`src/rtl/ebd_pkg.sv`:
```
// ============================================================================
// ebd_pkg
// Shared types and constants of the eye blink detector.
// ============================================================================
package ebd_pkg;

  // Landmark and ratio number formats.
  localparam int COORD_BITS      = 12;
  localparam int RATIO_FRAC_BITS = 14;
  localparam int PTS_BITS        = 4 * COORD_BITS;
  localparam int RATIO_BITS      = 16;
  localparam int DIST_FRAC       = 8;
  localparam logic [RATIO_BITS-1:0] RATIO_MAX = '1;

  // Configuration register indexes.
  typedef logic [1:0] reg_idx_t;
  localparam reg_idx_t REG_EAR_THRESHOLD   = 2'd0;
  localparam reg_idx_t REG_COOLDOWN_FRAMES = 2'd1;
  localparam reg_idx_t REG_WINDOW_FRAMES   = 2'd2;

  // One frame of landmarks.
  typedef struct packed {
    logic                face_present;
    logic [PTS_BITS-1:0] left_pts_01;
    logic [PTS_BITS-1:0] left_pts_23;
    logic [PTS_BITS-1:0] left_pts_45;
    logic [PTS_BITS-1:0] right_pts_01;
    logic [PTS_BITS-1:0] right_pts_23;
    logic [PTS_BITS-1:0] right_pts_45;
  } frame_t;

  // One configuration register write.
  typedef struct packed {
    reg_idx_t    index;
    logic [15:0] value;
  } reg_wr_t;

  // One result per frame.
  typedef struct packed {
    logic [RATIO_BITS-1:0] ratio_value;
    logic                  blink_now;
    logic                  eye_shut;
    logic                  window_end;
    logic [7:0]            window_blinks;
    logic [31:0]           blink_total;
  } blink_res_t;

  // Back-end sequencer states.
  typedef enum logic [2:0] {
    ST_IDLE,
    ST_LOAD,
    ST_SQRT,
    ST_DIV,
    ST_EYE_DONE,
    ST_FINISH
  } seq_state_t;

endpackage

```
`src/rtl/ebd_stream_if.sv`:
```
// ============================================================================
// ebd_stream_if
// Valid/ready channel carrying a payload of parameterized type.
// ============================================================================
interface ebd_stream_if #(
  parameter type payload_t = logic
);
  logic     valid;
  logic     ready;
  payload_t data;

  modport source (output valid, output data, input ready);
  modport sink   (input valid, input data, output ready);
endinterface

```
`src/rtl/ebd_front.sv`:
```
// ============================================================================
// ebd_front
// Accepts frames and holds them in a two-entry queue for the back end.
// ============================================================================
module ebd_front
  import ebd_pkg::*;
(
  input  logic   clk,
  input  logic   rst,
  input  logic   in_valid,
  output logic   in_ready,
  input  frame_t in_data,
  output logic   q_valid,
  input  logic   q_pop,
  output frame_t q_data
);
  frame_t     mem [2];
  logic       wr_ptr;
  logic       rd_ptr;
  logic [1:0] count;
  logic       push;

  assign in_ready = (count != 2'd2);
  assign push     = in_valid && in_ready;
  assign q_valid  = (count != 2'd0);
  assign q_data   = mem[rd_ptr];

  // Queue storage.
  always_ff @(posedge clk) begin
    if (push) begin
      mem[wr_ptr] <= in_data;
    end
  end

  // Queue pointers and fill level.
  always_ff @(posedge clk) begin
    if (rst) begin
      wr_ptr <= 1'b0;
      rd_ptr <= 1'b0;
      count  <= 2'd0;
    end else begin
      if (push) begin
        wr_ptr <= ~wr_ptr;
      end
      if (q_pop) begin
        rd_ptr <= ~rd_ptr;
      end
      count <= count + {1'b0, push} - {1'b0, q_pop};
    end
  end
endmodule

```
`src/rtl/ebd_back.sv`:
```
// ============================================================================
// ebd_back
// Computes the eye aspect ratios with a shared root and divide unit and
// updates the blink and window state.
// ============================================================================
module ebd_back
  import ebd_pkg::*;
(
  input  logic        clk,
  input  logic        rst,
  input  logic [15:0] ear_threshold,
  input  logic [7:0]  cooldown_frames,
  input  logic [7:0]  window_frames,
  input  logic        q_valid,
  output logic        q_pop,
  input  frame_t      q_data,
  output logic        out_valid,
  input  logic        out_ready,
  output blink_res_t  out_data
);
  // Squared distance shifted by 16 fits in SQ_BITS; root is half that.
  localparam int DIFF_BITS  = COORD_BITS + 1;
  localparam int MAG_BITS   = COORD_BITS;
  localparam int SUMSQ_BITS = 2 * MAG_BITS + 1;
  localparam int SQ_BITS    = SUMSQ_BITS + 2 * DIST_FRAC;
  localparam int SQ_W       = SQ_BITS + (SQ_BITS % 2);
  localparam int RT_BITS    = SQ_W / 2;
  localparam int NUM_BITS   = RT_BITS + 1;
  localparam int DEN_BITS   = RT_BITS + 1;
  localparam int SAT_SHIFT  = RATIO_BITS - RATIO_FRAC_BITS;
  localparam int RT_CNT_W   = $clog2(RT_BITS);
  localparam int DV_CNT_W   = $clog2(RATIO_BITS);

  seq_state_t state, state_next;

  logic                  eye;        // 0 left, 1 right
  logic [1:0]            dsel;       // 0: p1-p5, 1: p2-p4, 2: p0-p3
  logic [SQ_W-1:0]       sq;
  logic [RT_BITS+1:0]    rem;
  logic [RT_BITS-1:0]    root;
  logic [RT_CNT_W-1:0]   step;
  logic [NUM_BITS-1:0]   num;
  logic [RT_BITS-1:0]    dist_c;
  logic [DEN_BITS-1:0]   drem;
  logic [RATIO_BITS-1:0] dlow;
  logic [RATIO_BITS-1:0] quo;
  logic [DV_CNT_W-1:0]   dstep;
  logic [RATIO_BITS:0]   ratio_sum;

  // Window and blink state.
  logic        closed_flag;
  logic [7:0]  cooldown_left;
  logic [7:0]  blinks_in_window;
  logic [7:0]  frames_in_window;
  logic [31:0] total_count;

  // Coordinate extraction.
  function automatic logic signed [DIFF_BITS-1:0] crd(
    input logic [PTS_BITS-1:0] f, input int slot);
    logic [COORD_BITS-1:0] raw;
    raw = f[(3-slot)*COORD_BITS +: COORD_BITS];
    return DIFF_BITS'(signed'(raw));
  endfunction

  logic [PTS_BITS-1:0]         f01, f23, f45;
  logic signed [DIFF_BITS-1:0] ax, ay, bx, by, dx, dy, adx, ady;
  logic [2*MAG_BITS-1:0]       mx, my, sqx, sqy;
  logic [SUMSQ_BITS-1:0]       sumsq;

  // Squared distance of the point pair picked by eye and dsel.
  always_comb begin
    f01 = eye ? q_data.right_pts_01 : q_data.left_pts_01;
    f23 = eye ? q_data.right_pts_23 : q_data.left_pts_23;
    f45 = eye ? q_data.right_pts_45 : q_data.left_pts_45;
    unique case (dsel)
      2'd0: begin
        ax = crd(f01, 2); ay = crd(f01, 3); bx = crd(f45, 2); by = crd(f45, 3);
      end
      2'd1: begin
        ax = crd(f23, 0); ay = crd(f23, 1); bx = crd(f45, 0); by = crd(f45, 1);
      end
      default: begin
        ax = crd(f01, 0); ay = crd(f01, 1); bx = crd(f23, 2); by = crd(f23, 3);
      end
    endcase
    dx  = ax - bx;
    dy  = ay - by;
    adx = dx[DIFF_BITS-1] ? -dx : dx;
    ady = dy[DIFF_BITS-1] ? -dy : dy;
    mx  = {{MAG_BITS{1'b0}}, adx[MAG_BITS-1:0]};
    my  = {{MAG_BITS{1'b0}}, ady[MAG_BITS-1:0]};
    sqx = mx * mx;
    sqy = my * my;
    sumsq = {1'b0, sqx} + {1'b0, sqy};
  end

  // Bitwise root step, two radicand bits per cycle.
  logic [RT_BITS+3:0] rem_hi, trial, rem_sub;
  logic               rt_take;
  logic [RT_BITS-1:0] root_nx;
  logic [RT_BITS+1:0] rem_nx;

  always_comb begin
    rem_hi  = {rem, sq[SQ_W-1 -: 2]};
    trial   = {2'b00, root, 2'b01};
    rem_sub = rem_hi - trial;
    rt_take = (rem_hi >= trial);
    root_nx = {root[RT_BITS-2:0], rt_take};
    rem_nx  = rt_take ? rem_sub[RT_BITS+1:0] : rem_hi[RT_BITS+1:0];
  end

  // Restoring divide step, one quotient bit per cycle.
  logic [DEN_BITS:0]   dshift, dden, dsub;
  logic                dv_take;
  logic [DEN_BITS-1:0] drem_nx;

  always_comb begin
    dshift  = {drem, dlow[RATIO_BITS-1]};
    dden    = {1'b0, dist_c, 1'b0};
    dsub    = dshift - dden;
    dv_take = (dshift >= dden);
    drem_nx = dv_take ? dsub[DEN_BITS-1:0] : dshift[DEN_BITS-1:0];
  end

  // Eye ratio: saturate on zero width or an overflowing quotient.
  logic [RATIO_BITS-1:0] eye_ratio;

  always_comb begin
    if (dist_c == '0 ||
        {{SAT_SHIFT{1'b0}}, num} >= {dist_c, {(SAT_SHIFT+1){1'b0}}}) begin
      eye_ratio = RATIO_MAX;
    end else begin
      eye_ratio = quo;
    end
  end

  // Blink and window update for the frame being finished.
  logic [RATIO_BITS-1:0] mean;
  logic                  face;
  logic                  out_free;
  logic                  blink_hit;
  logic                  closed_nx;
  logic [7:0]            cool_base;
  logic [7:0]            cool_nx;
  logic [7:0]            blinks_nx;
  logic [7:0]            frames_inc;
  logic                  wend;
  logic [32:0]           tsum;
  logic [31:0]           total_nx;

  always_comb begin
    mean      = ratio_sum[RATIO_BITS:1];
    face      = q_data.face_present;
    out_free  = !out_valid || out_ready;
    blink_hit = face && (mean < ear_threshold) && !closed_flag &&
                (cooldown_left == 8'd0);
    if (blink_hit) begin
      closed_nx = 1'b1;
    end else if (face && mean >= ear_threshold) begin
      closed_nx = 1'b0;
    end else begin
      closed_nx = closed_flag;
    end
    cool_base = blink_hit ? cooldown_frames : cooldown_left;
    if (face) begin
      cool_nx = (cool_base != 8'd0) ? cool_base - 8'd1 : 8'd0;
    end else begin
      cool_nx = cooldown_left;
    end
    blinks_nx  = (blink_hit && blinks_in_window != 8'hFF) ? blinks_in_window + 8'd1
                                                         : blinks_in_window;
    frames_inc = frames_in_window + 8'd1;
    wend       = (frames_inc == window_frames);
    tsum       = {1'b0, total_count} + {25'd0, blinks_nx};
    if (wend) begin
      total_nx = tsum[32] ? 32'hFFFF_FFFF : tsum[31:0];
    end else begin
      total_nx = total_count;
    end
  end

  // Next-state logic.
  always_comb begin
    state_next = state;
    unique case (state)
      ST_IDLE: begin
        if (q_valid) state_next = face ? ST_LOAD : ST_FINISH;
      end
      ST_LOAD:     state_next = ST_SQRT;
      ST_SQRT: begin
        if (step == '0) state_next = (dsel == 2'd2) ? ST_DIV : ST_LOAD;
      end
      ST_DIV: begin
        if (dstep == '0) state_next = ST_EYE_DONE;
      end
      ST_EYE_DONE: state_next = eye ? ST_FINISH : ST_LOAD;
      ST_FINISH: begin
        if (out_free) state_next = ST_IDLE;
      end
      default:     state_next = ST_IDLE;
    endcase
  end

  // Output logic of the sequencer.
  always_comb begin
    q_pop = (state == ST_FINISH) && out_free;
  end

  always_ff @(posedge clk) begin
    if (rst) begin
      state <= ST_IDLE;
    end else begin
      state <= state_next;
    end
  end

  // Result valid and frame state.
  always_ff @(posedge clk) begin
    if (rst) begin
      out_valid        <= 1'b0;
      closed_flag      <= 1'b0;
      cooldown_left    <= '0;
      blinks_in_window <= '0;
      frames_in_window <= '0;
      total_count      <= '0;
    end else if (state == ST_FINISH && out_free) begin
      out_valid        <= 1'b1;
      closed_flag      <= closed_nx;
      cooldown_left    <= cool_nx;
      blinks_in_window <= wend ? 8'd0 : blinks_nx;
      frames_in_window <= wend ? 8'd0 : frames_inc;
      total_count      <= total_nx;
    end else if (out_ready) begin
      out_valid <= 1'b0;
    end
  end

  // Datapath.
  always_ff @(posedge clk) begin
    unique case (state)
      ST_IDLE: begin
        eye       <= 1'b0;
        dsel      <= 2'd0;
        num       <= '0;
        ratio_sum <= '0;
      end
      ST_LOAD: begin
        sq   <= {{(SQ_W-SQ_BITS){1'b0}}, sumsq, {(2*DIST_FRAC){1'b0}}};
        rem  <= '0;
        root <= '0;
        step <= RT_CNT_W'(RT_BITS - 1);
      end
      ST_SQRT: begin
        rem  <= rem_nx;
        root <= root_nx;
        sq   <= {sq[SQ_W-3:0], 2'b00};
        if (step != '0) begin
          step <= step - 1'b1;
        end else if (dsel == 2'd2) begin
          // Width done: set up the divide.
          dist_c <= root_nx;
          drem   <= num >> SAT_SHIFT;
          dlow   <= {num[SAT_SHIFT-1:0], {RATIO_FRAC_BITS{1'b0}}};
          quo    <= '0;
          dstep  <= DV_CNT_W'(RATIO_BITS - 1);
        end else begin
          num  <= num + {1'b0, root_nx};
          dsel <= dsel + 2'd1;
        end
      end
      ST_DIV: begin
        drem <= drem_nx;
        quo  <= {quo[RATIO_BITS-2:0], dv_take};
        dlow <= {dlow[RATIO_BITS-2:0], 1'b0};
        if (dstep != '0) dstep <= dstep - 1'b1;
      end
      ST_EYE_DONE: begin
        ratio_sum <= ratio_sum + {1'b0, eye_ratio};
        eye       <= 1'b1;
        dsel      <= 2'd0;
        num       <= '0;
      end
      ST_FINISH: begin
        if (out_free) begin
          out_data.ratio_value   <= face ? mean : '0;
          out_data.blink_now     <= blink_hit;
          out_data.eye_shut      <= closed_nx;
          out_data.window_end    <= wend;
          out_data.window_blinks <= wend ? blinks_nx : 8'd0;
          out_data.blink_total   <= total_nx;
        end
      end
      default: ;
    endcase
  end
endmodule

```
`src/rtl/eye_blink_detector_core.sv`:
```
// ============================================================================
// eye_blink_detector_core
// Eye aspect ratio blink detector with windowed blink counting.
// ============================================================================
// One frame in, one result out, in order. A two-entry queue takes frames while
// the back end works on one frame at a time. For a face frame the back end
// starts, then for each eye loads and takes the root of three distances (two
// radicand bits per cycle), computes the quotient bit by bit and folds in
// the ratio, then posts the result. A frame without a face goes straight from
// the start to posting the result. The shared bitwise root and restoring
// divider do this work. The back end waits to post its result while a previous
// result is still held by a low out_ch.ready. Configuration
// writes take effect at once and belong between frames.
module eye_blink_detector_core
  import ebd_pkg::*;
(
  input logic clk,
  input logic rst,
  ebd_stream_if.sink   in_ch,
  ebd_stream_if.sink   cfg_ch,
  ebd_stream_if.source out_ch
);
  logic [15:0] ear_threshold;
  logic [7:0]  cooldown_frames;
  logic [7:0]  window_frames;

  // Configuration register writes.
  assign cfg_ch.ready = 1'b1;
  always_ff @(posedge clk) begin
    if (rst) begin
      ear_threshold   <= 16'd4096;
      cooldown_frames <= 8'd10;
      window_frames   <= 8'd30;
    end else if (cfg_ch.valid) begin
      unique case (cfg_ch.data.index)
        REG_EAR_THRESHOLD:   ear_threshold   <= cfg_ch.data.value[15:0];
        REG_COOLDOWN_FRAMES: cooldown_frames <= cfg_ch.data.value[7:0];
        REG_WINDOW_FRAMES:   window_frames   <= cfg_ch.data.value[7:0];
        default: ;
      endcase
    end
  end

  logic   q_valid, q_pop;
  frame_t q_data;

  ebd_front u_front (
    .clk, .rst,
    .in_valid (in_ch.valid),
    .in_ready (in_ch.ready),
    .in_data  (in_ch.data),
    .q_valid, .q_pop, .q_data
  );

  ebd_back u_back (
    .clk, .rst,
    .ear_threshold, .cooldown_frames, .window_frames,
    .q_valid, .q_pop, .q_data,
    .out_valid (out_ch.valid),
    .out_ready (out_ch.ready),
    .out_data  (out_ch.data)
  );
endmodule

```
`src/flat_wrapper.sv`:
```
// flat-port wrapper written by rule: the top's interface ports become plain ports
module eye_blink_detector_core_flat import ebd_pkg::*;
  (clk, rst, in_ch_valid, in_ch_data, in_ch_ready, cfg_ch_valid, cfg_ch_data, cfg_ch_ready, out_ch_valid, out_ch_data, out_ch_ready);
  ebd_stream_if #(.payload_t(frame_t)) in_ch_i ();
  ebd_stream_if #(.payload_t(reg_wr_t)) cfg_ch_i ();
  ebd_stream_if #(.payload_t(blink_res_t)) out_ch_i ();
  input logic clk;
  input logic rst;
  input wire logic [$bits(in_ch_i.valid)-1:0] in_ch_valid;
  input wire logic [$bits(in_ch_i.data)-1:0] in_ch_data;
  output wire logic [$bits(in_ch_i.ready)-1:0] in_ch_ready;
  input wire logic [$bits(cfg_ch_i.valid)-1:0] cfg_ch_valid;
  input wire logic [$bits(cfg_ch_i.data)-1:0] cfg_ch_data;
  output wire logic [$bits(cfg_ch_i.ready)-1:0] cfg_ch_ready;
  output wire logic [$bits(out_ch_i.valid)-1:0] out_ch_valid;
  output wire logic [$bits(out_ch_i.data)-1:0] out_ch_data;
  input wire logic [$bits(out_ch_i.ready)-1:0] out_ch_ready;
  assign in_ch_i.valid = in_ch_valid;
  assign in_ch_i.data = in_ch_data;
  assign in_ch_ready = in_ch_i.ready;
  assign cfg_ch_i.valid = cfg_ch_valid;
  assign cfg_ch_i.data = cfg_ch_data;
  assign cfg_ch_ready = cfg_ch_i.ready;
  assign out_ch_valid = out_ch_i.valid;
  assign out_ch_data = out_ch_i.data;
  assign out_ch_i.ready = out_ch_ready;
  eye_blink_detector_core u_core (.clk(clk), .rst(rst), .in_ch(in_ch_i), .cfg_ch(cfg_ch_i), .out_ch(out_ch_i));
endmodule
```
`config.mk`:
```
export PLATFORM = sky130hd
export DESIGN_NAME = eye_blink_detector_core_flat
export DESIGN_NICKNAME = d
export VERILOG_FILES = /design/src/rtl/ebd_pkg.sv /design/src/rtl/ebd_stream_if.sv /design/src/rtl/ebd_front.sv /design/src/rtl/ebd_back.sv /design/src/rtl/eye_blink_detector_core.sv /design/src/flat_wrapper.sv
export SDC_FILE = /design/constraint.sdc
export NUM_CORES = 2
export LEC_CHECK = 0
export BUFFER_PORTS_ARGS = -buffer_cell sky130_fd_sc_hd__buf_2
export CORE_MARGIN = 4
export CORE_UTILIZATION = 25
export DETAILED_ROUTE_END_ITERATION = 10
export SLEW_MARGIN = 20
export SYNTH_ARGS = -nofsm -noshare
export SYNTH_HDL_FRONTEND = slang
export SYNTH_SLANG_ARGS = --single-unit
export TNS_END_PERCENT = 5
```
`constraint.sdc`:
```
create_clock -name clk -period 52 [get_ports clk]
set_clock_uncertainty 0.15 [all_clocks]
set_input_delay 10.4 -clock clk [delete_from_list [all_inputs] [get_ports clk]]
set_output_delay 10.4 -clock clk [all_outputs]
set_load 0.01 [all_outputs]
```
==> summary.txt <==
CTS
  – Max Buffers Root-to-Sink: 3
  – Clock Latency Late Sink: 0.72 ns
  – Post-CTS resize count: 0
  – Clock tree root buffer cell: clkbuf_16
  – CTS H-tree lvls: 3
  – TritonCTS clock tree: yes
  – Num CTS Buffers: 101
  – Total clock sinks: 917
  – CTS Hold Buffers Added: 0
  – Post-CTS setup buffers: 0
  – Clk slew on worst S/H paths: 0.06 ns

Setup path
  – R2R setup slack: 38.79 ns
  – WP data arrival: 13.53 ns
  – Setup CP Type: flop to flop
  – CP Buf/Inv Count: 6
  – CP Launch Type: flop
  – Worst R2R End: u_core.u_back.sq[39]
  – Top delay family on crit path: adder cells
  – Req. time, crit path: 52.32 ns
  – Critical path's slowest cell: xnor2_1
  – Critical path's largest stage delay: 0.87 ns
  – Setup crit end kind: flop
  – Cell mode on critical path: fa_1
  – R2R cell count: 40
  – CP Max Fanout: 42

Final layout
  – Most common cell after layout, fill and taps aside: edfxtp_1
  – Most frequent cells in the layout: edfxtp_1 (819), inv_1 (404), buf_2 (371)
  – Final nets: 5,084
  – Area added between synthesis and finish: 17.39%
  – Final Util: 29.51%
  – Share of layout cells above drive strength 1: 18.60%
  – Fillers: 20,380

STA
  – Period Utilization, post-route: 25.40%
  – Least-Margin Pin Slew: 1.190 ns
  – Slew Viols, Final: 0
  – Fin. Hold Viols: 0
  – RSZ-0062 raised after global routing: no
  – Relative slew slack: 20.66%
  – Min Tclk post-route: 13.21 ns
  – Fin Setup TNS: 0 ns
  – Fmax: 0.07571 GHz
  – Endpoints failing setup: 0

Synth
  – Post-synthesis cell area: 50,240 sq um
  – Area share of the largest cell type after synthesis: 48.95%
  – Synth area leaders: edfxtp_1 (49%), fa_1 (8.2%), ha_1 (6.6%)
  – Compound-Gate Fraction of Synth Area: 7.880%
  – Yosys reg bits: 917
  – Synthesized net count: 4,696
  – Adder-Cell Fraction of Synth Area: 14.78%
  – Synth Area in Simple Gates: 9.576%
  – Syn avg cell area: 12.84 sq um
  – Synth Instances: 3,914
  – Register area share after synthesis: 52.86%
  – Async S/R FF share, synth: 0%
  – Yosys warnings: 0
  – Mux contribution to synthesized area: 7.838%
  – Number of enable flip-flop cells after synthesis: 819
  – Synth Flop Type: edfxtp_1
  – Largest family of logic cells by synthesized area: adder cells
  – Cell taking the most area after synthesis: edfxtp_1
  – Post-Synth XOR/XNOR Area: 2.966%
  – Synth unique cells: 90

Hold path
  – Hold Path Depth: 2
  – Hold path start: u_core.ear_threshold[1]
  – Hold Path End: u_core.ear_threshold[1]
  – HP Class: flop to flop

Floorplan
  – Starting Density: 25.14%
  – Die area: 208,200 sq um
  – Site Rows: 164
  – I/O pin total: 374
  – Die span in y: 456.3 um
  – Die width: 456.3 um
  – Placeable Area: 199,900 sq um

Global route
  – First-pass GRT wire length: 190,800 um
  – GR Overflow Total: 0
  – Number of global-route vias before repair: 32,950
  – Initial antenna violation count: 58
  – GRT Total Usage: 11.64%
  – Largest net degree at the start of global routing: 174

Route
  – Routed Antenna Nets: 0
  – Iter 0 DRT Violations: 2,010
  – Via density: 4.458
  – Vias after detailed routing: 31,530
  – Drt wl/cell: 17.31 um
  – TritonRoute pass-1 iters: 5
  – Drc violations: 0
  – Final WL: 122,400 um

Place
  – Post-DP HPWL: 89,690 um
  – I/O Buffers: 372
  – Global placement routability congestion: 0.8304

Outcome
  – Status: complete, no violations

Job
  – Max-Cap Viols: 0
==> cell families after synthesis <==
family / count (synthesis)
other: 1
muxes: 212
AOI/OAI and AO/OA: 607
and+or+nand+nor: 1000
adders and majority gates: 470
DFF: 917
buffers and inverters: 539
xor gates and xnor gates: 168
==> worst reg2reg max path, delay by kind of cell, from the launching register on <==
| kind | cells | cell delay (ns) |
|---|---|---|
| AND/OR/NAND/NOR | 4 | 0.69 |
| flip-flops | 1 | 0.86 |
| adder cells (fa/ha/maj) | 10 | 4.24 |
| buffers and inverters | 6 | 1.78 |
| XOR/XNOR | 3 | 1.25 |
| multiplexers | 1 | 0.63 |
| AO/OA/AOI/OAI | 16 | 3.36 |
==> metrics by stage <==
stage,setup slack (ns),area (sq um),hold WS [ns],cells
after floorplan,28.44,50240,0.2863,3914
after global placement,38.21,55360,0.2969,6854
after detailed placement,38.20,55370,0.2987,6855
after CTS,38.65,58890,0.3070,7042
after global routing,37.85,58920,0.3296,7051
final,38.79,58980,0.3058,7073
==> routing by layer <==
layer,track usage (%),part of all wire (%),vias up
li1,-,-,14930
met1,14.48,42,15620
met2,20.01,49,751
met3,3.180,6.5,196
met4,2.799,2.1,40
met5,0,0.22,-
==> how the worst max path moves through the flow <==
stage | from | endpoint | slack (ns) | depth (start not counted)
after floorplan | in_ch_valid | u_core.u_front.mem[0][0] | 28.44 | 2
after global placement | in_ch_valid | u_core.u_front.mem[0][178] | 38.21 | 6
after detailed placement | in_ch_valid | u_core.u_front.mem[0][172] | 38.20 | 6
after CTS | flop | u_core.u_back.sq[39] | 38.65 | 38
after global routing | flop | u_core.u_back.sq[39] | 37.85 | 40
final | flop | u_core.u_back.sq[39] | 38.79 | 40
==> synth_stat cells (14+ instances only) <==
library cell / n
a211o_1: 16
a211oi_1: 20
a21o_1: 69
a21oi_1: 185
a22o_1: 33
a22oi_1: 25
and2_1: 39
and3_1: 30
buf_1: 28
clkbuf_1: 92
dfxtp_1: 98
edfxtp_1: 819
fa_1: 206
ha_1: 264
inv_1: 405
mux2i_1: 57
mux4_2: 144
nand2_1: 249
nand2b_1: 53
nand3_1: 42
nand4_1: 25
nor2_1: 333
nor2b_1: 48
nor3_1: 51
nor4_1: 14
o21a_1: 25
o21ai_0: 120
o21bai_1: 14
or2_2: 48
or3_1: 14
xnor2_1: 95
xor2_1: 72
==> flip-flops by register name (all words and copies together), names as in the netlist, 8 cells and up, named ones only <==
register,flops
u_core.u_front.mem,578
u_core.window_frames,8
u_core.u_back.dist_c,21
u_core.u_back.num,22
u_core.u_back.sq,26
u_core.u_back.quo,16
u_core.u_back.ratio_sum,17
u_core.u_back.root,21
u_core.u_back.blinks_in_window,8
u_core.cooldown_frames,8
u_core.u_back.cooldown_left,8
u_core.u_back.total_count,32
u_core.ear_threshold,16
u_core.u_back.rem,23
u_core.u_back.frames_in_window,8
u_core.u_back.drem,22
u_core.u_back.out_data,59
==> cell type report <==
| cell class | count | area (sq um) | share of cell area, % |
|---|---|---|---|
| inverter | 405 | 1521 | 2.580 |
| sequential | 917 | 26560 | 45.03 |
| antenna | 31 | 77.57 | 0.1315 |
| tap | 2656 | 3323 | 5.635 |
| multi-input combinational | 2458 | 21720 | 36.83 |
| clock inverter | 64 | 843.3 | 1.430 |
| timing repair buffer | 419 | 2258 | 3.829 |
| clock buffer | 123 | 2674 | 4.534 |
Power is left out: the tool's default activity adds up to more than one toggle a clock period on the data nets, which glitch-free logic cannot reach.
